--- src/sv/rbor_pkg.sv ---
// Shared types, constants and the CRC-32C byte step for the record batch offset rewriter.
package rbor_pkg;

  localparam int unsigned MAX_BUFFER_BYTES = 16777216;
  localparam int unsigned POS_W = $clog2(MAX_BUFFER_BYTES) + 1;
  localparam int unsigned FIFO_DEPTH = 4;
  localparam int unsigned FIFO_PTR_W = $clog2(FIFO_DEPTH);
  localparam int unsigned FIFO_CNT_W = FIFO_PTR_W + 1;

  localparam logic [POS_W-1:0] MAX_POS = POS_W'(MAX_BUFFER_BYTES);
  localparam logic [POS_W-1:0] OFF_LEN_FIRST = POS_W'(8);
  localparam logic [POS_W-1:0] OFF_LEN_LAST = POS_W'(11);
  localparam logic [POS_W-1:0] OFF_CRC_START = POS_W'(21);
  localparam logic [POS_W-1:0] OFF_DELTA_FIRST = POS_W'(23);
  localparam logic [POS_W-1:0] OFF_DELTA_LAST = POS_W'(26);

  localparam logic [31:0] MIN_LENGTH = 32'd45;
  localparam logic [32:0] HEADER_TAIL = 33'd11;
  localparam logic [31:0] CRC_POLY = 32'h82F6_3B78;
  localparam logic [31:0] CRC_INIT = 32'hFFFF_FFFF;
  localparam logic [23:0] COUNT_MAX = 24'hFF_FFFF;

  localparam logic KIND_PATCH = 1'b0;
  localparam logic KIND_SUMMARY = 1'b1;

  typedef struct packed {
    logic [7:0]         data_byte;
    logic               end_of_buffer;
    logic signed [63:0] first_offset;
  } rbor_item_t;

  typedef struct packed {
    logic               kind;
    logic [23:0]        batch_position;
    logic signed [63:0] new_base_offset;
    logic [31:0]        new_checksum;
    logic [23:0]        batches_patched;
    logic               stopped_early;
    logic               final_result;
  } rbor_result_t;

  function automatic logic [31:0] crc_byte(input logic [31:0] crc, input logic [7:0] b);
    logic [31:0] c;
    c = crc ^ {24'd0, b};
    for (int i = 0; i < 8; i++) begin
      c = c[0] ? ((c >> 1) ^ CRC_POLY) : (c >> 1);
    end
    return c;
  endfunction

endpackage

--- src/sv/rbor_parser.sv ---
// Batch header parser: position tracking, length and delta capture, CRC, patch and summary results.
module rbor_parser import rbor_pkg::*; (
  input  logic         clk,
  input  logic         rst,
  input  logic         step,
  input  rbor_item_t   item,
  output rbor_result_t res_a,
  output rbor_result_t res_b,
  output logic [1:0]   res_count
);

  logic [POS_W-1:0] pos, pos_next;
  logic [POS_W-1:0] bpos, bpos_next;
  logic [31:0]      len, len_next;
  logic [63:0]      running, running_next;
  logic [31:0]      delta, delta_next;
  logic [31:0]      crc, crc_next;
  logic [23:0]      cnt, cnt_next;
  logic             halted, halted_next;

  logic [POS_W-1:0] off;
  logic [63:0]      add;
  logic             patch;
  rbor_result_t     patch_res;
  rbor_result_t     sum_res;

  always_comb begin
    pos_next = pos;
    bpos_next = bpos;
    len_next = len;
    running_next = running;
    delta_next = delta;
    crc_next = crc;
    cnt_next = cnt;
    halted_next = halted;
    patch = 1'b0;
    add = 64'd1;
    off = pos - bpos;
    patch_res = '0;
    sum_res = '0;

    if (pos == '0) running_next = item.first_offset;
    if (pos >= MAX_POS) halted_next = 1'b1;

    if (!halted_next) begin
      if (off == '0) begin
        crc_next = CRC_INIT;
        len_next = '0;
        delta_next = '0;
      end
      if (off >= OFF_LEN_FIRST && off <= OFF_LEN_LAST) len_next = {len_next[23:0], item.data_byte};
      if (off >= OFF_DELTA_FIRST && off <= OFF_DELTA_LAST)
        delta_next = {delta_next[23:0], item.data_byte};
      if (off >= OFF_CRC_START) crc_next = crc_byte(crc_next, item.data_byte);

      if (off == OFF_LEN_LAST) begin
        // signed length below the minimum header size: give up on the buffer
        if (len_next[31] || len_next < MIN_LENGTH) halted_next = 1'b1;
      end else if (off > OFF_LEN_LAST && 33'(off) == {1'b0, len_next} + HEADER_TAIL) begin
        patch = 1'b1;
        patch_res.kind = KIND_PATCH;
        patch_res.batch_position = bpos[23:0];
        patch_res.new_base_offset = running_next;
        patch_res.new_checksum = ~crc_next;
        patch_res.final_result = !item.end_of_buffer;
        if (cnt_next != COUNT_MAX) cnt_next = cnt_next + 24'd1;
        add = delta_next[31] ? 64'd1 : (64'(delta_next) + 64'd1);
        running_next = running_next + add;
        bpos_next = pos + POS_W'(1);
      end
    end

    if (pos < MAX_POS) pos_next = pos + POS_W'(1);

    if (item.end_of_buffer) begin
      sum_res.kind = KIND_SUMMARY;
      sum_res.batches_patched = cnt_next;
      sum_res.stopped_early = halted_next || (pos_next != bpos_next);
      sum_res.final_result = 1'b1;
      // next beat starts a fresh buffer
      pos_next = '0;
      bpos_next = '0;
      len_next = '0;
      delta_next = '0;
      crc_next = CRC_INIT;
      cnt_next = '0;
      halted_next = 1'b0;
    end
  end

  always_comb begin
    res_a = patch ? patch_res : sum_res;
    res_b = sum_res;
    res_count = {1'b0, patch} + {1'b0, item.end_of_buffer};
  end

  always_ff @(posedge clk) begin
    if (rst) begin
      pos <= '0;
      bpos <= '0;
      len <= '0;
      running <= '0;
      delta <= '0;
      crc <= CRC_INIT;
      cnt <= '0;
      halted <= 1'b0;
    end else if (step) begin
      pos <= pos_next;
      bpos <= bpos_next;
      len <= len_next;
      running <= running_next;
      delta <= delta_next;
      crc <= crc_next;
      cnt <= cnt_next;
      halted <= halted_next;
    end
  end

  a_bpos_le_pos: assert property (@(posedge clk) disable iff (rst) bpos <= pos)
    else $error("batch start beyond buffer position");

  a_eob_clears: assert property (@(posedge clk) disable iff (rst)
    step && item.end_of_buffer |=> pos == '0 && cnt == '0 && !halted)
    else $error("buffer state not cleared after end of buffer");

  a_halted_no_patch: assert property (@(posedge clk) disable iff (rst)
    halted && !(pos == '0) |-> !patch)
    else $error("patch issued while halted");

endmodule

--- src/sv/rbor_result_fifo.sv ---
// Small result queue: takes up to two results per cycle, hands out one per beat.
module rbor_result_fifo import rbor_pkg::*; (
  input  logic         clk,
  input  logic         rst,
  input  logic [1:0]   push_count,
  input  rbor_result_t push_a,
  input  rbor_result_t push_b,
  output logic         room,
  output logic         out_valid,
  input  logic         out_ready,
  output rbor_result_t head
);

  rbor_result_t          mem [FIFO_DEPTH];
  logic [FIFO_PTR_W-1:0] wr_ptr;
  logic [FIFO_PTR_W-1:0] rd_ptr;
  logic [FIFO_CNT_W-1:0] count;
  logic                  pop;

  assign out_valid = count != '0;
  assign pop = out_valid && out_ready;
  // room for two results regardless of this cycle's pop
  assign room = count <= FIFO_CNT_W'(FIFO_DEPTH - 2);
  assign head = mem[rd_ptr];

  always_ff @(posedge clk) begin
    if (push_count != 2'd0) mem[wr_ptr] <= push_a;
    if (push_count == 2'd2) mem[wr_ptr + FIFO_PTR_W'(1)] <= push_b;
  end

  always_ff @(posedge clk) begin
    if (rst) begin
      wr_ptr <= '0;
      rd_ptr <= '0;
      count <= '0;
    end else begin
      wr_ptr <= wr_ptr + FIFO_PTR_W'(push_count);
      if (pop) rd_ptr <= rd_ptr + FIFO_PTR_W'(1);
      count <= count + FIFO_CNT_W'(push_count) - FIFO_CNT_W'(pop);
    end
  end

  a_no_overflow: assert property (@(posedge clk) disable iff (rst)
    push_count != 2'd0 |-> room)
    else $error("result queue overflow");

  a_count_bound: assert property (@(posedge clk) disable iff (rst)
    count <= FIFO_CNT_W'(FIFO_DEPTH))
    else $error("result queue count out of range");

endmodule

--- src/sv/record_batch_offset_rewriter.sv ---
// Top level of the record batch offset rewriter: input register, parser and result queue.
//
// Input channel (in_valid/in_ready) carries one buffer byte per beat with end_of_buffer
// marking the last byte and first_offset sampled on a buffer's first byte. Output channel
// (out_valid/out_ready) carries results: a batch patch (kind 0) when the last byte of a
// complete batch passes, and a summary (kind 1) on the end-of-buffer byte. A byte can
// produce up to two results; final_result marks the last one of that byte.
// Path: an accepted byte is held in the input register, then its results are written into
// the queue once it has room; the queue head is offered on the output channel.
// Throughput: one byte per cycle; the input register feeds the parser whenever the
// four-entry result queue has room for two results, so a byte that yields two results
// costs one extra output beat, absorbed by the queue.
// Reset clears buffer position, counters, CRC state and the queue; the first byte after
// reset starts a new buffer. When the receiver stalls, results collect in the queue and
// in_ready drops once the input register holds a byte and the queue holds three or more
// results; nothing is dropped.
// The host applies patches: new_base_offset big-endian at batch bytes 0..7 and
// new_checksum big-endian at bytes 17..20.
module record_batch_offset_rewriter import rbor_pkg::*; (
  input  logic               clk,
  input  logic               rst,
  input  logic               in_valid,
  output logic               in_ready,
  input  logic [7:0]         data_byte,
  input  logic               end_of_buffer,
  input  logic signed [63:0] first_offset,
  output logic               out_valid,
  input  logic               out_ready,
  output logic               kind,
  output logic [23:0]        batch_position,
  output logic signed [63:0] new_base_offset,
  output logic [31:0]        new_checksum,
  output logic [23:0]        batches_patched,
  output logic               stopped_early,
  output logic               final_result
);

  rbor_item_t   item;
  logic         item_valid;
  logic         step;
  logic         room;
  rbor_result_t res_a;
  rbor_result_t res_b;
  logic [1:0]   res_count;
  logic [1:0]   push_count;
  rbor_result_t head;

  assign step = item_valid && room;
  assign in_ready = !item_valid || step;
  assign push_count = step ? res_count : 2'd0;

  always_ff @(posedge clk) begin
    if (rst) begin
      item_valid <= 1'b0;
    end else if (in_ready) begin
      item_valid <= in_valid;
    end
  end

  always_ff @(posedge clk) begin
    if (in_valid && in_ready) begin
      item.data_byte <= data_byte;
      item.end_of_buffer <= end_of_buffer;
      item.first_offset <= first_offset;
    end
  end

  rbor_parser u_parser (
    .clk       (clk),
    .rst       (rst),
    .step      (step),
    .item      (item),
    .res_a     (res_a),
    .res_b     (res_b),
    .res_count (res_count)
  );

  rbor_result_fifo u_fifo (
    .clk        (clk),
    .rst        (rst),
    .push_count (push_count),
    .push_a     (res_a),
    .push_b     (res_b),
    .room       (room),
    .out_valid  (out_valid),
    .out_ready  (out_ready),
    .head       (head)
  );

  assign kind = head.kind;
  assign batch_position = head.batch_position;
  assign new_base_offset = head.new_base_offset;
  assign new_checksum = head.new_checksum;
  assign batches_patched = head.batches_patched;
  assign stopped_early = head.stopped_early;
  assign final_result = head.final_result;

endmodule
--- config.mk ---
export PLATFORM = sky130hd
export DESIGN_NAME = record_batch_offset_rewriter
export DESIGN_NICKNAME = d
export VERILOG_FILES = /design/src/sv/rbor_pkg.sv /design/src/sv/rbor_parser.sv /design/src/sv/rbor_result_fifo.sv /design/src/sv/record_batch_offset_rewriter.sv
export SDC_FILE = /design/constraint.sdc
export NUM_CORES = 2
export LEC_CHECK = 0
export BUFFER_PORTS_ARGS = -buffer_cell sky130_fd_sc_hd__buf_2
export CORE_UTILIZATION = 56
export DETAILED_ROUTE_END_ITERATION = 12
export MAX_ROUTING_LAYER = met4
export PLACE_DENSITY_LB_ADDON = 0.08
export SYNTH_ARGS = -nofsm -noshare
export SYNTH_HDL_FRONTEND = slang
export SYNTH_SLANG_ARGS = --single-unit
--- constraint.sdc ---
create_clock -name clk -period 10.6 [get_ports clk]
set_clock_uncertainty 0.05 [all_clocks]
set_input_delay 1.59 -clock clk [delete_from_list [all_inputs] [get_ports clk]]
set_output_delay 1.59 -clock clk [all_outputs]
set_load 0.1 [all_outputs]
==> flow_metrics.tcl <==
set metrics [dict create \
    status "finished clean" \
    multiInputGateArea_um2 24140 \
    ys.flop_type "dfxtp_1" \
    start_kind "flip-flop" \
    drt_first_pass_iters 8 \
    arrival_ps 10440 \
    endpoint_kind "flip-flop" \
    async_reset_ff_frac 0 \
    placed_area_um2 47650 \
    die_w_um 287.4 \
    grt_max_degree 95 \
    cpMaxStageDelayCell "a21oi_1" \
    clk-insertion-delay-late_ps 660 \
    syn_inst 5112 \
    p_per_area_nw_per_um2 171.1 \
    grt.overflow.total 0 \
    yosysUniqueCellTypes 101 \
    worstMarginPinSlew_ps 1276 \
    layout_common_cells "862 x nand2_1, 723 x dfxtp_1, 514 x o21ai_0" \
    setup_slack_ps 690.1 \
    worstPathRequired_ps 11130 \
    critical_path_class "flip-flop to flip-flop" \
    clock_path_buffers 3 \
    met1_usage 0.4848 \
    grt_pass1_vias 37372 \
    busiest_layer "met2" \
    cp.buffers_inverters 3 \
    initial_core_util 0.5663 \
    finalMaxSlewViolations 0 \
    use_met3 0.05048 \
    die_h_um 287.4 \
    min_path_type "flip-flop to flip-flop" \
    place_ws_ps 481.0 \
    grt_setup_unrepaired "no" \
    n_fill_cell 6971 \
    peakVddDrop_mv 0.1351 \
    ios 226 \
    setup_viol_count_final 0 \
    cp_common_cell "a21oi_1" \
    drt_wl_total_mm 145.9 \
    gp_congestion 0.9888 \
    timing.fmax_mhz 100.9 \
    num_vias 39849 \
    ant_nets 0 \
    syn-num-nets 5261 \
    die-area_um2 82600 \
    ys_ff_latch 906 \
    min_period_ps 9910 \
    syn_area_per_cell_um2 8.923 \
    slew_headroom 0.1415 \
    portBuffers 225 \
    postLayoutCellArea_um2 50830 \
    coreArea_um2 80550 \
    finalHoldViolCount 0 \
    crit_family "compound AO/OA/AOI/OAI gates" \
    max_stage_delay_ps 870 \
    clk_pin_slew_worst_paths_ps 60 \
    dp_hpwl_mm 97.74 \
    area_growth_pct 11.43 \
    mostFrequentLayoutCell "nand2_1" \
    clock_sinks 906 \
    crit_start "u_parser.pos[3]" \
    drc 0 \
    yosys_warnings 0 \
    seq_area_frac_synth 0.4373 \
    grt.total_usage 0.3551 \
    antenna_found_initial 3 \
    mappedNetlistArea_um2 45610 \
    cts_made_buffers 93 \
    num_rows 104 \
    total_power_mw 8.695 \
    worstHoldStart "u_fifo.mem[2][30]" \
    grt_pass1_wl_mm 222.5 \
    drt-initial-drc-count 4077 \
    gr-usage-met2 0.5371 \
    cap_viol_max_count 0 \
    avgViaCountPerCell 6.335 \
    synth_edf_count 181 \
    cts_tree "yes" \
    layout.nets 5298 \
    setup_tns_ps 0 \
    ff_latch_area_um2 19960 \
    timing.rr.start "u_parser.pos[3]" \
    hold-worst-slack_ps 396.8 \
    cts-root-buf "clkbuf_16" \
    leakage_nw 18.43 \
    post_drt_wl_per_cell_um 23.20 \
    htree_num_levels 3 \
    period_share 0.9349 \
    final_layout_size_suffix_gt1_frac 0.1385 \
    cts_hold_buf 0 \
    critPathMaxFanout 32 \
]
==> worst min-delay path: cells and delay by family, from the launching register on <==
family	cells	cell delay [ps]
flops	1	310
simple gates	1	50
compound gates	1	50
==> report_power, final <==
| group | total, mW | internal, mW | switching [mW] |
|---|---|---|---|
| clock | 3.38 | 1.96 | 1.42 |
| sequential | 3.70 | 3.60 | 0.106 |
| combinational | 1.62 | 0.481 | 1.14 |
==> repair_timing <==
action                                  in CTS  in global routing
endpoints found under the setup margin       0                 17
buffers inserted                             0                  2
resized for setup                            0                 10
==> cell families after synthesis <==
logic type,Yosys count,synth area share
flip-flops,906,0.4373
AND/OR/NAND/NOR,1964,0.1952
AO/OA/AOI/OAI,1265,0.1739
adder cells (fa/ha/maj),72,0.02024
other,1,0.00008221
buffers and inverters,439,0.03720
XOR/XNOR,255,0.04929
multiplexers,210,0.08671
==> per-layer routing <==
metal	part of all wire	wire length, um
met2	0.45	66060
met5	0	0
met1	0.43	63100
met4	0.037	5355
met3	0.078	11410
==> path summary, 6_finish.rpt <==
kind	endpoint	cells after the start	slack [ps]
setup / recovery	u_fifo.mem[3][141]	27	690
setup reg to reg	u_fifo.mem[3][141]	27	690
hold / removal	u_fifo.mem[2][30]	2	400
hold reg to reg	u_fifo.mem[2][30]	2	400
==> synthesized netlist by cell type (22+ instances only) <==
master / instances / area (um^2)
dfxtp_1: 725 / 14510
mux2i_1: 52 / 520.5
nor3_1: 79 / 395.4
xor2_1: 82 / 718.2
clkbuf_1: 321 / 1205
a31oi_1: 35 / 219.0
or3_1: 77 / 481.7
a21o_1: 36 / 270.3
nor2_1: 507 / 1903
a211oi_1: 30 / 225.2
nand4_1: 42 / 262.8
a22o_1: 126 / 1104
buf_2: 24 / 120.1
nand2_1: 863 / 3239
ha_1: 69 / 863.3
edfxtp_1: 181 / 5435
nor4_1: 45 / 281.5
and3_1: 37 / 231.5
and2_1: 35 / 219.0
nand3_1: 110 / 550.5
a21oi_1: 216 / 1081
o22ai_1: 22 / 137.6
xnor2_1: 171 / 1498
a22oi_1: 102 / 765.7
buf_1: 35 / 131.4
o21ai_0: 516 / 2582
o211ai_1: 39 / 292.8
mux4_2: 147 / 3311
nand2b_1: 48 / 300.3
inv_1: 54 / 202.7
==> layout make-up <==
type / instances / area share
diodes: 1 / 0.00004923
clock buffers: 131 / 0.05160
clock inverters: 44 / 0.01007
inverters: 56 / 0.004135
multi-input cells: 3767 / 0.4749
flip-flops and latches: 906 / 0.3926
well taps: 1060 / 0.02609
repair buffers: 325 / 0.04057
==> registers in the layout, summed over array words and instances (netlist names), named ones only <==
signal            count
u_parser.halted       1
u_parser.cnt         24
u_fifo.count          3
u_parser.crc         32
item_valid            1
u_fifo.wr_ptr         2
item                 73
u_parser.pos         25
u_fifo.mem          588
u_fifo.rd_ptr         2
u_parser.delta       32
u_parser.running     64
u_parser.len         32
u_parser.bpos        25
==> through the flow <==
| stage | utilization | cells |
|---|---|---|
| 2_1_floorplan | - | 5112 |
| 3_3_place_gp | 0.5915 | 6112 |
| 3_5_place_dp | 0.5915 | 6112 |
| 4_1_cts | 0.6305 | 6287 |
| 5_1_grt | 0.6310 | 6290 |
| 6_report | 0.6310 | 6290 |
No activity file was read; power rests on OpenSTA's default activity.
